--- src/rtl/mcfd_pkg.sv ---
// ----------------------------------------------------------------------------
// mcfd_pkg
// Shared types, codes and the byte-wise CRC-32 step for the frame deframer.
// ----------------------------------------------------------------------------
package mcfd_pkg;

  // input operation codes
  typedef enum logic [1:0] {
    OP_DATA  = 2'd0,
    OP_FLUSH = 2'd1,
    OP_READ  = 2'd2,
    OP_CLEAR = 2'd3
  } op_e;

  // statistics counter select codes
  localparam logic [1:0] CNT_FRAMES  = 2'd0;
  localparam logic [1:0] CNT_RESYNCS = 2'd1;
  localparam logic [1:0] CNT_DISCARD = 2'd2;
  localparam logic [1:0] CNT_CRCFAIL = 2'd3;

  // configuration register indexes
  localparam logic [1:0] REG_SYNC_FIRST  = 2'd0;
  localparam logic [1:0] REG_SYNC_SECOND = 2'd1;
  localparam logic [1:0] REG_PAYLOAD_LIM = 2'd2;

  localparam logic [5:0] PAYLOAD_LIM_RST = 6'd46;

  // header layout
  localparam int OFS_VERSION = 2;
  localparam int OFS_TYPE    = 3;
  localparam int OFS_FLAGS   = 4;
  localparam int OFS_SEQ     = 6;
  localparam int OFS_LEN     = 10;
  localparam int CRC_BYTES   = 4;

  localparam logic [31:0] CRC_POLY = 32'hEDB8_8320;
  localparam logic [31:0] CRC_INIT = 32'hFFFF_FFFF;

  // result queue
  localparam int OQ_DEPTH = 4;
  localparam int OQ_CW    = 3;

  // back-end sequencer states
  typedef enum logic [3:0] {
    ST_IDLE,
    ST_SINIT,
    ST_SRCH,
    ST_TAIL,
    ST_TAIL2,
    ST_FOUND,
    ST_HDR,
    ST_CHK,
    ST_BODY,
    ST_CMPR,
    ST_EMIT,
    ST_NEXT,
    ST_COMP
  } st_e;

  typedef struct packed {
    logic [7:0] sync_first;
    logic [7:0] sync_second;
    logic [5:0] limit;
  } cfg_t;

  typedef struct packed {
    op_e        op;
    logic [7:0] data_byte;
    logic [1:0] counter_select;
  } cmd_t;

  typedef struct packed {
    logic        kind;
    logic [7:0]  version;
    logic [7:0]  msg_type;
    logic [7:0]  flag_bits;
    logic [31:0] sequence_res;
    logic [5:0]  payload_length;
    logic [5:0]  byte_index;
    logic [7:0]  payload_byte;
    logic        last;
    logic [31:0] counter_value;
  } res_t;

  // one byte of the reflected CRC-32
  function automatic logic [31:0] crc32_byte(input logic [31:0] crc, input logic [7:0] b);
    logic [31:0] c;
    c = crc ^ {24'd0, b};
    for (int k = 0; k < 8; k++) begin
      c = c[0] ? ((c >> 1) ^ CRC_POLY) : (c >> 1);
    end
    return c;
  endfunction

endpackage

--- src/rtl/mcfd_front.sv ---
// ----------------------------------------------------------------------------
// mcfd_front
// Input side: accepts beats, decodes the op and holds them in a short queue.
// ----------------------------------------------------------------------------
module mcfd_front (
  input  logic              clk_i,
  input  logic              rst_ni,
  input  logic              push_i,
  output logic              full_o,
  input  logic [1:0]        op_i,
  input  logic [7:0]        data_byte_i,
  input  logic [1:0]        counter_select_i,
  output logic              cmd_valid_o,
  output mcfd_pkg::cmd_t    cmd_o,
  input  logic              cmd_pop_i
);

  mcfd_pkg::cmd_t q_q [2];
  mcfd_pkg::cmd_t q_d [2];
  logic       wr_q, wr_d, rd_q, rd_d;
  logic [1:0] cnt_q, cnt_d;
  logic       wr_en, rd_en;
  mcfd_pkg::cmd_t in_cmd;

  // classify the incoming beat
  always_comb begin
    in_cmd.op             = mcfd_pkg::op_e'(op_i);
    in_cmd.data_byte      = data_byte_i;
    in_cmd.counter_select = counter_select_i;
  end

  assign full_o      = (cnt_q == 2'd2);
  assign cmd_valid_o = (cnt_q != 2'd0);
  assign cmd_o       = q_q[rd_q];
  assign wr_en       = push_i && !full_o;
  assign rd_en       = cmd_pop_i && cmd_valid_o;

  // queue pointers and storage
  always_comb begin
    q_d   = q_q;
    wr_d  = wr_q;
    rd_d  = rd_q;
    cnt_d = cnt_q;
    if (wr_en) begin
      q_d[wr_q] = in_cmd;
      wr_d      = ~wr_q;
    end
    if (rd_en) begin
      rd_d = ~rd_q;
    end
    case ({wr_en, rd_en})
      2'b10:   cnt_d = cnt_q + 2'd1;
      2'b01:   cnt_d = cnt_q - 2'd1;
      default: cnt_d = cnt_q;
    endcase
  end

  always_ff @(posedge clk_i or negedge rst_ni) begin
    if (!rst_ni) begin
      wr_q  <= 1'b0;
      rd_q  <= 1'b0;
      cnt_q <= 2'd0;
    end else begin
      wr_q  <= wr_d;
      rd_q  <= rd_d;
      cnt_q <= cnt_d;
    end
  end

  always_ff @(posedge clk_i) begin
    q_q <= q_d;
  end

endmodule

--- src/rtl/mcfd_outq.sv ---
// ----------------------------------------------------------------------------
// mcfd_outq
// Result queue between the sequencer and the result port.
// ----------------------------------------------------------------------------
module mcfd_outq (
  input  logic                       clk_i,
  input  logic                       rst_ni,
  input  logic                       push_i,
  input  mcfd_pkg::res_t             res_i,
  output logic [mcfd_pkg::OQ_CW-1:0] free_o,
  output logic                       empty_o,
  input  logic                       pop_i,
  output mcfd_pkg::res_t             res_o
);

  localparam int PTRW = $clog2(mcfd_pkg::OQ_DEPTH);

  mcfd_pkg::res_t              mem_q [mcfd_pkg::OQ_DEPTH];
  logic [PTRW-1:0]             wr_q, wr_d, rd_q, rd_d;
  logic [mcfd_pkg::OQ_CW-1:0]  cnt_q, cnt_d;
  logic                        do_pop;

  assign empty_o = (cnt_q == '0);
  assign free_o  = mcfd_pkg::OQ_CW'(mcfd_pkg::OQ_DEPTH) - cnt_q;
  assign res_o   = mem_q[rd_q];
  assign do_pop  = pop_i && !empty_o;

  // pointer and count update
  always_comb begin
    wr_d  = push_i ? wr_q + PTRW'(1) : wr_q;
    rd_d  = do_pop ? rd_q + PTRW'(1) : rd_q;
    case ({push_i, do_pop})
      2'b10:   cnt_d = cnt_q + mcfd_pkg::OQ_CW'(1);
      2'b01:   cnt_d = cnt_q - mcfd_pkg::OQ_CW'(1);
      default: cnt_d = cnt_q;
    endcase
  end

  always_ff @(posedge clk_i or negedge rst_ni) begin
    if (!rst_ni) begin
      wr_q  <= '0;
      rd_q  <= '0;
      cnt_q <= '0;
    end else begin
      wr_q  <= wr_d;
      rd_q  <= rd_d;
      cnt_q <= cnt_d;
    end
  end

  always_ff @(posedge clk_i) begin
    if (push_i) begin
      mem_q[wr_q] <= res_i;
    end
  end

endmodule

--- src/rtl/mcfd_engine.sv ---
// ----------------------------------------------------------------------------
// mcfd_engine
// Back end: frame buffer memory, magic hunt, header/CRC check, emission.
// ----------------------------------------------------------------------------
module mcfd_engine #(
  parameter int BUFFER_BYTES = 64,
  parameter int HEADER_BYTES = 14
) (
  input  logic                       clk_i,
  input  logic                       rst_ni,
  input  mcfd_pkg::cfg_t             cfg_i,
  input  logic                       cmd_valid_i,
  input  mcfd_pkg::cmd_t             cmd_i,
  output logic                       cmd_pop_o,
  output logic                       res_push_o,
  output mcfd_pkg::res_t             res_o,
  input  logic [mcfd_pkg::OQ_CW-1:0] res_free_i
);

  localparam int AW = $clog2(BUFFER_BYTES);
  localparam int PW = $clog2(BUFFER_BYTES + 1);
  localparam int SW = PW + 1;
  localparam logic [SW-1:0] HDR_S  = SW'(HEADER_BYTES);
  localparam logic [SW-1:0] BUF_S  = SW'(BUFFER_BYTES);
  localparam logic [SW-1:0] CRCB_S = SW'(mcfd_pkg::CRC_BYTES);

  mcfd_pkg::st_e state_q, state_d;

  logic [PW-1:0] fill_q, fill_d, off_q, off_d, start_q, start_d;
  logic [PW-1:0] rp_q, rp_d, di_q, di_d, rd_addr_q, rd_addr_d;
  logic          counted_q, counted_d, rd_vld_q, rd_vld_d, pv_vld_q, pv_vld_d;
  logic [7:0]    pv_q, pv_d, ver_q, ver_d, typ_q, typ_d, flg_q, flg_d;
  logic [31:0]   seq_q, seq_d, plen_q, plen_d, crc_q, crc_d, crx_q, crx_d;
  logic [31:0]   frames_q, frames_d, resync_q, resync_d;
  logic [31:0]   discard_q, discard_d, crcfail_q, crcfail_d;

  // frame buffer memory
  logic [7:0]    mem [BUFFER_BYTES];
  logic [7:0]    rdata_q;
  logic          mem_we;
  logic [AW-1:0] mem_wa, mem_ra;
  logic [7:0]    mem_wd;

  // shared conditions
  logic          pair_hit, scan_done, hdr_last, len_bad, short_hdr, short_frame;
  logic          body_last, crc_ok, emit_last, next_done, keep;
  logic [5:0]    plen6;
  logic [SW-1:0] avail, frame_len, next_off, tail_lim;

  assign plen6       = plen_q[5:0];
  assign avail       = SW'(fill_q) - SW'(start_q);
  assign frame_len   = HDR_S + SW'(plen6) + CRCB_S;
  assign next_off    = SW'(start_q) + frame_len;
  assign pair_hit    = rd_vld_q && pv_vld_q && (pv_q == cfg_i.sync_first)
                       && (rdata_q == cfg_i.sync_second);
  assign scan_done   = !rd_vld_q && (rp_q >= fill_q);
  assign hdr_last    = rd_vld_q && (di_q == PW'(HEADER_BYTES - 1));
  assign len_bad     = (plen_q > {26'd0, cfg_i.limit})
                       || (({1'b0, plen_q} + 33'(HEADER_BYTES + mcfd_pkg::CRC_BYTES))
                           > 33'(BUFFER_BYTES));
  assign short_hdr   = avail < HDR_S;
  assign short_frame = avail < frame_len;
  assign body_last   = rd_vld_q && (SW'(di_q) == frame_len - SW'(1));
  assign crc_ok      = (crx_q == ~crc_q);
  assign emit_last   = rd_vld_q && ((SW'(di_q) + SW'(1)) == SW'(plen6));
  assign next_done   = next_off >= SW'(fill_q);
  assign keep        = (rdata_q == cfg_i.sync_first);
  assign tail_lim    = SW'(off_q) + SW'(keep);

  // next state
  always_comb begin
    state_d = state_q;
    case (state_q)
      mcfd_pkg::ST_IDLE: begin
        if (cmd_valid_i && (cmd_i.op == mcfd_pkg::OP_DATA)) state_d = mcfd_pkg::ST_SINIT;
      end
      mcfd_pkg::ST_SINIT: state_d = mcfd_pkg::ST_SRCH;
      mcfd_pkg::ST_SRCH: begin
        if (pair_hit)       state_d = mcfd_pkg::ST_FOUND;
        else if (scan_done) state_d = mcfd_pkg::ST_TAIL;
      end
      mcfd_pkg::ST_TAIL: begin
        state_d = (fill_q != '0) ? mcfd_pkg::ST_TAIL2 : mcfd_pkg::ST_IDLE;
      end
      mcfd_pkg::ST_TAIL2: state_d = mcfd_pkg::ST_IDLE;
      mcfd_pkg::ST_FOUND: begin
        state_d = short_hdr ? mcfd_pkg::ST_COMP : mcfd_pkg::ST_HDR;
      end
      mcfd_pkg::ST_HDR: begin
        if (hdr_last) state_d = mcfd_pkg::ST_CHK;
      end
      mcfd_pkg::ST_CHK: begin
        if (len_bad)          state_d = mcfd_pkg::ST_SINIT;
        else if (short_frame) state_d = mcfd_pkg::ST_COMP;
        else                  state_d = mcfd_pkg::ST_BODY;
      end
      mcfd_pkg::ST_BODY: begin
        if (body_last) state_d = mcfd_pkg::ST_CMPR;
      end
      mcfd_pkg::ST_CMPR: begin
        state_d = crc_ok ? mcfd_pkg::ST_EMIT : mcfd_pkg::ST_SINIT;
      end
      mcfd_pkg::ST_EMIT: begin
        if (plen6 == '0) begin
          if (res_free_i != '0) state_d = mcfd_pkg::ST_NEXT;
        end else if (emit_last) begin
          state_d = mcfd_pkg::ST_NEXT;
        end
      end
      mcfd_pkg::ST_NEXT: begin
        state_d = next_done ? mcfd_pkg::ST_IDLE : mcfd_pkg::ST_SINIT;
      end
      mcfd_pkg::ST_COMP: begin
        if (scan_done) state_d = mcfd_pkg::ST_IDLE;
      end
      default: state_d = mcfd_pkg::ST_IDLE;
    endcase
  end

  // datapath and outputs
  always_comb begin
    fill_d = fill_q;  off_d = off_q;  start_d = start_q;  counted_d = counted_q;
    rp_d = rp_q;  di_d = di_q;  rd_addr_d = rd_addr_q;  rd_vld_d = 1'b0;
    pv_d = pv_q;  pv_vld_d = pv_vld_q;
    ver_d = ver_q;  typ_d = typ_q;  flg_d = flg_q;  seq_d = seq_q;
    plen_d = plen_q;  crc_d = crc_q;  crx_d = crx_q;
    frames_d = frames_q;  resync_d = resync_q;
    discard_d = discard_q;  crcfail_d = crcfail_q;
    mem_we = 1'b0;  mem_wa = '0;  mem_wd = '0;  mem_ra = rp_q[AW-1:0];
    cmd_pop_o = 1'b0;  res_push_o = 1'b0;  res_o = '0;

    case (state_q)
      // take one command
      mcfd_pkg::ST_IDLE: begin
        if (cmd_valid_i) begin
          case (cmd_i.op)
            mcfd_pkg::OP_DATA: begin
              cmd_pop_o = 1'b1;
              if (fill_q < PW'(BUFFER_BYTES)) begin
                mem_we = 1'b1;
                mem_wa = fill_q[AW-1:0];
                mem_wd = cmd_i.data_byte;
                fill_d = fill_q + PW'(1);
              end
              off_d     = '0;
              counted_d = 1'b0;
            end
            mcfd_pkg::OP_FLUSH: begin
              cmd_pop_o = 1'b1;
              fill_d    = '0;
            end
            mcfd_pkg::OP_READ: begin
              if (res_free_i != '0) begin
                cmd_pop_o  = 1'b1;
                res_push_o = 1'b1;
                res_o.kind = 1'b1;
                res_o.last = 1'b1;
                case (cmd_i.counter_select)
                  mcfd_pkg::CNT_FRAMES:  res_o.counter_value = frames_q;
                  mcfd_pkg::CNT_RESYNCS: res_o.counter_value = resync_q;
                  mcfd_pkg::CNT_DISCARD: res_o.counter_value = discard_q;
                  default:               res_o.counter_value = crcfail_q;
                endcase
              end
            end
            default: begin
              cmd_pop_o = 1'b1;
              frames_d  = '0;
              resync_d  = '0;
              discard_d = '0;
              crcfail_d = '0;
            end
          endcase
        end
      end
      mcfd_pkg::ST_SINIT: begin
        rp_d     = off_q;
        pv_vld_d = 1'b0;
      end
      // stream bytes, look for the magic pair
      mcfd_pkg::ST_SRCH: begin
        if (pair_hit) begin
          start_d = rd_addr_q - PW'(1);
        end else begin
          if (rd_vld_q) begin
            pv_d     = rdata_q;
            pv_vld_d = 1'b1;
          end
          if (rp_q < fill_q) begin
            rd_vld_d  = 1'b1;
            rd_addr_d = rp_q;
            rp_d      = rp_q + PW'(1);
          end
        end
      end
      mcfd_pkg::ST_TAIL: begin
        mem_ra = fill_q[AW-1:0] - AW'(1);
        if (fill_q == '0) fill_d = '0;
      end
      // no pair left: keep a trailing first magic byte
      mcfd_pkg::ST_TAIL2: begin
        if (SW'(fill_q) > tail_lim) discard_d = discard_q + 32'(SW'(fill_q) - tail_lim);
        if (keep) begin
          mem_we = 1'b1;
          mem_wa = '0;
          mem_wd = cfg_i.sync_first;
        end
        fill_d = PW'(keep);
      end
      mcfd_pkg::ST_FOUND: begin
        if (start_q > off_q) begin
          discard_d = discard_q + 32'(start_q - off_q);
          if (!counted_q) resync_d = resync_q + 32'd1;
        end
        counted_d = 1'b0;
        rp_d      = start_q;
        di_d      = '0;
        crc_d     = mcfd_pkg::CRC_INIT;
      end
      // header bytes: CRC and field capture
      mcfd_pkg::ST_HDR: begin
        if (SW'(rp_q) < SW'(start_q) + HDR_S) begin
          rd_vld_d = 1'b1;
          rp_d     = rp_q + PW'(1);
        end
        if (rd_vld_q) begin
          crc_d = mcfd_pkg::crc32_byte(crc_q, rdata_q);
          di_d  = di_q + PW'(1);
          if (di_q == PW'(mcfd_pkg::OFS_VERSION)) ver_d = rdata_q;
          if (di_q == PW'(mcfd_pkg::OFS_TYPE))    typ_d = rdata_q;
          if (di_q == PW'(mcfd_pkg::OFS_FLAGS))   flg_d = rdata_q;
          if ((di_q >= PW'(mcfd_pkg::OFS_SEQ)) && (di_q < PW'(mcfd_pkg::OFS_SEQ + 4)))
            seq_d = {rdata_q, seq_q[31:8]};
          if ((di_q >= PW'(mcfd_pkg::OFS_LEN)) && (di_q < PW'(mcfd_pkg::OFS_LEN + 4)))
            plen_d = {rdata_q, plen_q[31:8]};
        end
      end
      mcfd_pkg::ST_CHK: begin
        if (len_bad) begin
          off_d     = start_q + PW'(2);
          counted_d = 1'b1;
          resync_d  = resync_q + 32'd1;
          discard_d = discard_q + 32'd2;
        end else if (short_frame) begin
          rp_d = start_q;
          di_d = '0;
        end
      end
      // payload CRC, then the received CRC word
      mcfd_pkg::ST_BODY: begin
        if (SW'(rp_q) < SW'(start_q) + frame_len) begin
          rd_vld_d = 1'b1;
          rp_d     = rp_q + PW'(1);
        end
        if (rd_vld_q) begin
          di_d = di_q + PW'(1);
          if (SW'(di_q) < HDR_S + SW'(plen6)) crc_d = mcfd_pkg::crc32_byte(crc_q, rdata_q);
          else                                crx_d = {rdata_q, crx_q[31:8]};
        end
      end
      mcfd_pkg::ST_CMPR: begin
        if (crc_ok) begin
          frames_d = frames_q + 32'd1;
          rp_d     = PW'(SW'(start_q) + HDR_S);
          di_d     = '0;
        end else begin
          off_d     = start_q + PW'(2);
          counted_d = 1'b1;
          crcfail_d = crcfail_q + 32'd1;
          resync_d  = resync_q + 32'd1;
          discard_d = discard_q + 32'd2;
        end
      end
      // one result beat per payload byte, or a single beat for an empty payload
      mcfd_pkg::ST_EMIT: begin
        res_o.version      = ver_q;
        res_o.msg_type     = typ_q;
        res_o.flag_bits    = flg_q;
        res_o.sequence_res = seq_q;
        res_o.payload_length = plen6;
        if (plen6 == '0) begin
          res_o.last = 1'b1;
          res_push_o = (res_free_i != '0);
        end else begin
          if ((SW'(rp_q) < SW'(start_q) + HDR_S + SW'(plen6))
              && (res_free_i >= mcfd_pkg::OQ_CW'(2))) begin
            rd_vld_d = 1'b1;
            rp_d     = rp_q + PW'(1);
          end
          if (rd_vld_q) begin
            res_push_o         = 1'b1;
            res_o.byte_index   = di_q[5:0];
            res_o.payload_byte = rdata_q;
            res_o.last         = emit_last;
            di_d               = di_q + PW'(1);
          end
        end
      end
      mcfd_pkg::ST_NEXT: begin
        if (next_done) fill_d = '0;
        else           off_d  = next_off[PW-1:0];
      end
      // move a partial frame to the buffer start
      mcfd_pkg::ST_COMP: begin
        if (rp_q < fill_q) begin
          rd_vld_d = 1'b1;
          rp_d     = rp_q + PW'(1);
        end
        if (rd_vld_q) begin
          mem_we = 1'b1;
          mem_wa = di_q[AW-1:0];
          mem_wd = rdata_q;
          di_d   = di_q + PW'(1);
        end
        if (scan_done) fill_d = fill_q - start_q;
      end
      default: ;
    endcase
  end

  always_ff @(posedge clk_i or negedge rst_ni) begin
    if (!rst_ni) begin
      state_q <= mcfd_pkg::ST_IDLE;
      fill_q <= '0;  off_q <= '0;  start_q <= '0;  counted_q <= 1'b0;
      rp_q <= '0;  di_q <= '0;  rd_addr_q <= '0;  rd_vld_q <= 1'b0;
      pv_q <= '0;  pv_vld_q <= 1'b0;
      ver_q <= '0;  typ_q <= '0;  flg_q <= '0;  seq_q <= '0;
      plen_q <= '0;  crc_q <= '0;  crx_q <= '0;
      frames_q <= '0;  resync_q <= '0;  discard_q <= '0;  crcfail_q <= '0;
    end else begin
      state_q <= state_d;
      fill_q <= fill_d;  off_q <= off_d;  start_q <= start_d;  counted_q <= counted_d;
      rp_q <= rp_d;  di_q <= di_d;  rd_addr_q <= rd_addr_d;  rd_vld_q <= rd_vld_d;
      pv_q <= pv_d;  pv_vld_q <= pv_vld_d;
      ver_q <= ver_d;  typ_q <= typ_d;  flg_q <= flg_d;  seq_q <= seq_d;
      plen_q <= plen_d;  crc_q <= crc_d;  crx_q <= crx_d;
      frames_q <= frames_d;  resync_q <= resync_d;
      discard_q <= discard_d;  crcfail_q <= crcfail_d;
    end
  end

  // buffer memory: one write, one registered read
  always_ff @(posedge clk_i) begin
    if (mem_we) mem[mem_wa] <= mem_wd;
    rdata_q <= mem[mem_ra];
  end

  a_fill_range: assert property (@(posedge clk_i) disable iff (!rst_ni)
    fill_q <= PW'(BUFFER_BYTES))
    else $error("fill count beyond buffer size");

  a_push_room: assert property (@(posedge clk_i) disable iff (!rst_ni)
    res_push_o |-> (res_free_i != '0))
    else $error("result pushed into a full queue");

  a_pop_idle: assert property (@(posedge clk_i) disable iff (!rst_ni)
    cmd_pop_o |-> (state_q == mcfd_pkg::ST_IDLE))
    else $error("command taken while busy");

  a_crc_retry: assert property (@(posedge clk_i) disable iff (!rst_ni)
    (state_q == mcfd_pkg::ST_CMPR && !crc_ok) |=> (state_q == mcfd_pkg::ST_SINIT))
    else $error("bad CRC did not restart the scan");

endmodule

--- src/rtl/magic_crc_frame_deframer.sv ---
// ----------------------------------------------------------------------------
// magic_crc_frame_deframer
// Hunts a two-byte magic in a byte stream, checks header length and CRC-32,
// and emits each good frame as payload-byte result beats.
// ----------------------------------------------------------------------------
//  channel  | handshake              | beat
//  ---------+------------------------+---------------------------------------
//  input    | push_i / full_o        | op_i, data_byte_i, counter_select_i
//  result   | pop_i / empty_o        | kind_o .. counter_value_o
//  config   | psel/penable/pwrite    | paddr, pwdata, prdata
//
// An input beat enters a two-entry queue; the back end takes one command at a
// time. For each data byte it rescans the buffered bytes, reads the header,
// payload and CRC of each frame it checks, and reads each payload byte again
// to emit it, all through the single read port of the frame buffer. Reset
// clears all control state; the buffer needs no clearing. A full result queue
// stalls emission.
// ----------------------------------------------------------------------------
module magic_crc_frame_deframer #(
  parameter int BUFFER_BYTES = 64,
  parameter int HEADER_BYTES = 14
) (
  input  logic        clk_i,
  input  logic        rst_ni,
  input  logic        push_i,
  output logic        full_o,
  input  logic [1:0]  op_i,
  input  logic [7:0]  data_byte_i,
  input  logic [1:0]  counter_select_i,
  output logic        empty_o,
  input  logic        pop_i,
  output logic        kind_o,
  output logic [7:0]  version_o,
  output logic [7:0]  msg_type_o,
  output logic [7:0]  flag_bits_o,
  output logic [31:0] sequence_res_o,
  output logic [5:0]  payload_length_o,
  output logic [5:0]  byte_index_o,
  output logic [7:0]  payload_byte_o,
  output logic        last_o,
  output logic [31:0] counter_value_o,
  input  logic        psel,
  input  logic        penable,
  input  logic        pwrite,
  input  logic [3:0]  paddr,
  input  logic [31:0] pwdata,
  output logic [31:0] prdata,
  output logic        pready
);

  logic [7:0] sync0_q, sync0_d, sync1_q, sync1_d;
  logic [5:0] lim_q, lim_d;
  logic       cfg_wr;
  mcfd_pkg::cfg_t cfg;

  logic           cmd_valid, cmd_pop, res_push;
  mcfd_pkg::cmd_t cmd;
  mcfd_pkg::res_t res_in, res_out;
  logic [mcfd_pkg::OQ_CW-1:0] res_free;

  // configuration registers
  assign pready = 1'b1;
  assign cfg_wr = psel && penable && pwrite && pready;

  always_comb begin
    sync0_d = sync0_q;
    sync1_d = sync1_q;
    lim_d   = lim_q;
    if (cfg_wr) begin
      case (paddr[3:2])
        mcfd_pkg::REG_SYNC_FIRST:  sync0_d = pwdata[7:0];
        mcfd_pkg::REG_SYNC_SECOND: sync1_d = pwdata[7:0];
        mcfd_pkg::REG_PAYLOAD_LIM: lim_d   = pwdata[5:0];
        default: ;
      endcase
    end
  end

  always_comb begin
    case (paddr[3:2])
      mcfd_pkg::REG_SYNC_FIRST:  prdata = {24'd0, sync0_q};
      mcfd_pkg::REG_SYNC_SECOND: prdata = {24'd0, sync1_q};
      mcfd_pkg::REG_PAYLOAD_LIM: prdata = {26'd0, lim_q};
      default:                   prdata = '0;
    endcase
  end

  always_ff @(posedge clk_i or negedge rst_ni) begin
    if (!rst_ni) begin
      sync0_q <= '0;
      sync1_q <= '0;
      lim_q   <= mcfd_pkg::PAYLOAD_LIM_RST;
    end else begin
      sync0_q <= sync0_d;
      sync1_q <= sync1_d;
      lim_q   <= lim_d;
    end
  end

  always_comb begin
    cfg.sync_first  = sync0_q;
    cfg.sync_second = sync1_q;
    cfg.limit       = lim_q;
  end

  mcfd_front u_front (
    .clk_i            (clk_i),
    .rst_ni           (rst_ni),
    .push_i           (push_i),
    .full_o           (full_o),
    .op_i             (op_i),
    .data_byte_i      (data_byte_i),
    .counter_select_i (counter_select_i),
    .cmd_valid_o      (cmd_valid),
    .cmd_o            (cmd),
    .cmd_pop_i        (cmd_pop)
  );

  mcfd_engine #(
    .BUFFER_BYTES (BUFFER_BYTES),
    .HEADER_BYTES (HEADER_BYTES)
  ) u_engine (
    .clk_i       (clk_i),
    .rst_ni      (rst_ni),
    .cfg_i       (cfg),
    .cmd_valid_i (cmd_valid),
    .cmd_i       (cmd),
    .cmd_pop_o   (cmd_pop),
    .res_push_o  (res_push),
    .res_o       (res_in),
    .res_free_i  (res_free)
  );

  mcfd_outq u_outq (
    .clk_i   (clk_i),
    .rst_ni  (rst_ni),
    .push_i  (res_push),
    .res_i   (res_in),
    .free_o  (res_free),
    .empty_o (empty_o),
    .pop_i   (pop_i),
    .res_o   (res_out)
  );

  // result fields
  assign kind_o           = res_out.kind;
  assign version_o        = res_out.version;
  assign msg_type_o       = res_out.msg_type;
  assign flag_bits_o      = res_out.flag_bits;
  assign sequence_res_o   = res_out.sequence_res;
  assign payload_length_o = res_out.payload_length;
  assign byte_index_o     = res_out.byte_index;
  assign payload_byte_o   = res_out.payload_byte;
  assign last_o           = res_out.last;
  assign counter_value_o  = res_out.counter_value;

endmodule
--- config.mk ---
export PLATFORM = sky130hd
export DESIGN_NAME = magic_crc_frame_deframer
export DESIGN_NICKNAME = d
export VERILOG_FILES = /design/src/rtl/mcfd_pkg.sv /design/src/rtl/mcfd_front.sv /design/src/rtl/mcfd_outq.sv /design/src/rtl/mcfd_engine.sv /design/src/rtl/magic_crc_frame_deframer.sv
export SDC_FILE = /design/constraint.sdc
export NUM_CORES = 2
export LEC_CHECK = 0
export ABC_AREA = 1
export BUFFER_PORTS_ARGS = -buffer_cell sky130_fd_sc_hd__buf_2
export CAP_MARGIN = 10
export CORE_UTILIZATION = 55
export DETAILED_ROUTE_END_ITERATION = 6
export PLACE_DENSITY = 0.73
export SETUP_SLACK_MARGIN = 0.5
export SLEW_MARGIN = 10
export SYNTH_ARGS = -nofsm -noshare
export SYNTH_HDL_FRONTEND = slang
export SYNTH_HIERARCHICAL = 1
export SYNTH_SLANG_ARGS = --single-unit
export TNS_END_PERCENT = 5
--- constraint.sdc ---
create_clock -name clk_i -period 7.3 [get_ports clk_i]
set_input_delay 0.365 -clock clk_i [delete_from_list [all_inputs] [get_ports clk_i]]
set_output_delay 0.365 -clock clk_i [all_outputs]
set_load 0.01 [all_outputs]
==> impl_metrics.json <==
{
  "rows": 129,
  "ant_nets": 0,
  "wirelength_mm": 185.6,
  "finalClockSkew_ns": 0.05240,
  "finalWeightedCongestion": 0.9714,
  "dp_hpwl_mm": 122.7,
  "grt_antenna_before_repair": 2,
  "cts_tree": "built",
  "fmax_mhz": 162.1,
  "tightest_slew_ns": 1.205,
  "ys.flop_type": "edfxtp_1",
  "powerDensity_nw_per_um2": 368.7,
  "num_vias": 52540,
  "timing.rr.end": "u_engine/discard_q[31]$_DFFE_PN0P_",
  "die_area_um2": 126000,
  "cts_hold_buf": 37,
  "cts-root-buf": "clkbuf_16",
  "ys_seq_elements": 1354,
  "finalSetupViolCount": 0,
  "slew_violations": 0,
  "r2r_start": "u_engine/rdata_q[0]$_DFF_P_",
  "die_w_um": 355.0,
  "finalCriticalPeriod_ns": 6.170,
  "ys.warnings.count": 6,
  "avgViaCountPerCell": 5.764,
  "core_area_um2": 123600,
  "num-nets-final": 7567,
  "grtUsageTotal_pct": 29.25,
  "wl_met3_mm": 16.16,
  "crit_type": "reg2reg",
  "start_kind": "flip-flop",
  "async_flop_share_pct": 27.33,
  "final_area_um2": 75150,
  "yosysSeqAreaShare_pct": 56.51,
  "worst_ep_arrival_time_ns": 6.87,
  "synth_edf_count": 976,
  "rrSetupSlack_ns": 1.13,
  "place_ws_ns": 1.234,
  "met1_length_mm": 80.81,
  "syn_area_um2": 68540,
  "grt_pass1_wl_mm": 284.7,
  "drc_errors": 0,
  "dr_wl_met2_mm": 83.60,
  "fill_cells": 10260,
  "clk_pin_slew_worst_paths_ns": 0.06,
  "wl_per_cell_um": 20.37,
  "start_util_pct": 55.44,
  "slew_headroom_pct": 18.99,
  "num_io_pins": 200,
  "tns_ns": 0,
  "crit_top_cell": "nand2_1",
  "clk_path_buf_depth": 3,
  "rsz0062_at_grt": "false",
  "irDropWorstVdd_mv": 0.3463,
  "critical_path_required_ns": 8.00,
  "hold_viol_final": 0,
  "place_area_um2": 70080,
  "min_to": "lim_q[5]$_DFFE_PN1P_",
  "cpPeakStageDelay_ns": 0.61,
  "critPathCaptureType": "flip-flop",
  "grt_max_degree": 284,
  "highest_layer": "met4",
  "maxCapViolations": 0,
  "cts_setup_buffers": 0,
  "drt_iter0_markers": 5647,
  "clock_sinks": 1354,
  "hold_depth": 6,
  "netlist_instances": 7273,
  "port_buffers": 148,
  "status": "completed",
  "die_h_um": 355.0,
  "htreeDepth": 4,
  "p_leak_uw": 0.03004,
  "holdCritStartpoint": "pwrite",
  "firstDrtPassIters": 6,
  "r2r_cells": 28,
  "hold_class": "in2reg",
  "cts_resized": 0,
  "synthToLayoutAreaGrowth_pct": 9.634,
  "clock_latency_ns": 0.83,
  "cp_slowest_cell": "inv_1",
  "fin_crit_sh_pct": 84.53,
  "avgSynthCellArea_um2": 9.425,
  "path_max_fanout": 23,
  "post_synth_num_cell_types": 78,
  "setup_slack_ns": 1.130,
  "grt_pass1_vias": 49230,
  "overflow": 0,
  "cts_buffers": 143,
  "drive_gt1_share_pct": 8.079
}
per-layer routing:
layer | track usage [%] | vias up
met2 | 44.87 | 2279
met5 | 0 | -
met3 | 4.621 | 302
met4 | 9.172 | 0
li1 | - | 24860
met1 | 42.79 | 25100
sequential cells by signal (all words and copies together) (netlist names), 8 cells and up:
signal	count
u_engine/plen_q	32
u_engine/resync_q	32
u_engine/flg_q	8
u_engine/frames_q	32
u_engine/crcfail_q	32
u_engine/typ_q	8
u_engine/crx_q	32
u_engine/discard_q	32
sync0_q	8
u_engine/crc_q	32
u_front/q_q	24
sync1_q	8
u_engine/ver_q	8
u_engine/mem	512
u_engine/seq_q	32
u_engine/rdata_q	8
u_outq/mem_q	440
u_engine/pv_q	8
area by class of cell:
| class | instances | area, um^2 | area share [%] |
|---|---|---|---|
| Clock inverter | 76 | 845.8 | 1.126 |
| Antenna cell | 1 | 2.502 | 0.003330 |
| Sequential cell | 1354 | 38740 | 51.55 |
| Multi-Input combinational cell | 4809 | 25040 | 33.32 |
| Clock buffer | 188 | 3849 | 5.121 |
| Tap cell | 1637 | 2048 | 2.726 |
| Timing Repair Buffer | 237 | 1549 | 2.061 |
| Inverter | 812 | 3080 | 4.099 |
where the power goes:
group	internal [uW]	total, uW	leakage [uW]	switching [uW]
combinational	3230	11100	0.0138	7910
clock	4100	7190	0.00227	3100
sequential	8930	9380	0.0139	447
total	16300	27700	0.0300	11500
layout by cell type, fill, tap and decap left out, types with 9 or more instances in the layout:
cell type	instances
nand4_1	121
o21ai_1	96
nand3_1	318
nand3_2	17
nor3_1	98
clkbuf_16	144
nand2_2	20
inv_1	764
clkinv_2	20
buf_4	49
a21oi_1	170
ha_1	148
or2_2	55
clkbuf_1	36
edfxtp_1	976
nor2_2	10
dlygate4sd3_1	37
inv_2	37
o21ai_0	476
buf_2	147
clkinv_1	30
xnor2_1	48
nor4_1	25
xor2_1	115
o31ai_1	27
bufinv_16	9
o211ai_1	376
a211oi_1	16
a31oi_1	10
o22ai_1	26
conb_1	26
nand3b_1	10
nand2_1	1902
a221oi_1	19
dfrtp_1	365
nor2_1	562
kinds of logic (layout without fill, tap and decap cells):
kind of cell | after synthesis | after routing | synth area share [%]
multiplexers | 4 | 4 | 0.06389
adder cells (fa/ha/maj) | 155 | 155 | 2.906
XOR/XNOR | 172 | 172 | 2.362
AND/OR/NAND/NOR | 3174 | 3174 | 19.50
AO/OA/AOI/OAI | 1278 | 1278 | 11.41
flip-flops | 1354 | 1354 | 56.51
buffers and inverters | 1133 | 1313 | 7.243
other | 3 | 27 | 0.01643
synthesized netlist by cell type (5+ instances only):
| cell type | count | area share [%] |
|---|---|---|
| nand2_1 | 1906 | 10 |
| edfxtp_1 | 976 | 43 |
| inv_1 | 769 | 4.2 |
| nor2_1 | 564 | 3.1 |
| o21ai_0 | 477 | 3.5 |
| o211ai_1 | 376 | 4.1 |
| dfrtp_1 | 366 | 13 |
| nand3_1 | 318 | 2.3 |
| a21oi_1 | 170 | 1.2 |
| ha_1 | 148 | 2.7 |
| buf_2 | 133 | 0.97 |
| nand4_1 | 121 | 1.1 |
| xor2_1 | 115 | 1.5 |
| nor3_1 | 98 | 0.72 |
| o21ai_1 | 97 | 0.71 |
| clkbuf_1 | 85 | 0.47 |
| or2_2 | 55 | 0.50 |
| buf_6 | 49 | 0.80 |
| xnor2_1 | 48 | 0.61 |
| buf_4 | 45 | 0.49 |
| inv_2 | 39 | 0.21 |
| o31ai_1 | 27 | 0.30 |
| o22ai_1 | 26 | 0.24 |
| nor4_1 | 25 | 0.23 |
| a221oi_1 | 19 | 0.24 |
| nand3_2 | 17 | 0.25 |
| a211oi_1 | 16 | 0.18 |
| nand2_2 | 16 | 0.15 |
| a31oi_1 | 10 | 0.091 |
| nand3b_1 | 10 | 0.11 |
| nor2_2 | 9 | 0.082 |
| o221ai_1 | 9 | 0.12 |
| dfxtp_1 | 8 | 0.23 |
| nand2_4 | 8 | 0.13 |
| o21a_1 | 8 | 0.088 |
| or2_1 | 8 | 0.073 |
| fa_1 | 7 | 0.20 |
| a21boi_0 | 6 | 0.066 |
| nor2_4 | 6 | 0.099 |
| a21o_1 | 5 | 0.055 |
| buf_1 | 5 | 0.027 |
| o21bai_1 | 5 | 0.055 |
critical path, delay by kind of cell, from the launching register on:
family | cells | cell delay, ns
AO/OA/AOI/OAI | 6 | 1.32
XOR/XNOR | 1 | 0.17
adder cells (fa/ha/maj) | 4 | 1.18
buffers and inverters | 4 | 1.20
flip-flops | 1 | 0.58
AND/OR/NAND/NOR | 13 | 1.61
metrics by stage:
step                total power (uW)  utilization, %  hold WS, ns  cells
floorplan                      17300               -      0.06941   7296
global placement               20250           56.68       0.4544   8812
detailed placement             20460           56.68       0.4652   8812
CTS                            27690           60.78      0.01824   9113
global route                   29240           60.78      0.07384   9114
finish                         27710           60.78      0.07634   9114
worst max path at each step:
stage,endpoint,startpoint,depth (start not counted),slack (ns)
2_1_floorplan,u_outq/mem_q[0][0]$_DFFE_PP_,u_outq/cnt_q[0]$_DFFE_PN0P_,13,2.54
4_1_cts,u_engine/discard_q[31]$_DFFE_PN0P_,u_engine/rdata_q[0]$_DFF_P_,28,1.15
5_1_grt,u_engine/discard_q[31]$_DFFE_PN0P_,u_engine/rdata_q[0]$_DFF_P_,28,0.57
6_report,u_engine/discard_q[31]$_DFFE_PN0P_,u_engine/rdata_q[0]$_DFF_P_,28,1.13
3_5_place_dp,u_engine/discard_q[31]$_DFFE_PN0P_,u_engine/rdata_q[0]$_DFF_P_,28,1.23
3_3_place_gp,u_engine/discard_q[31]$_DFFE_PN0P_,u_engine/rdata_q[0]$_DFF_P_,28,1.30
Power figures use the tool's default switching activity.
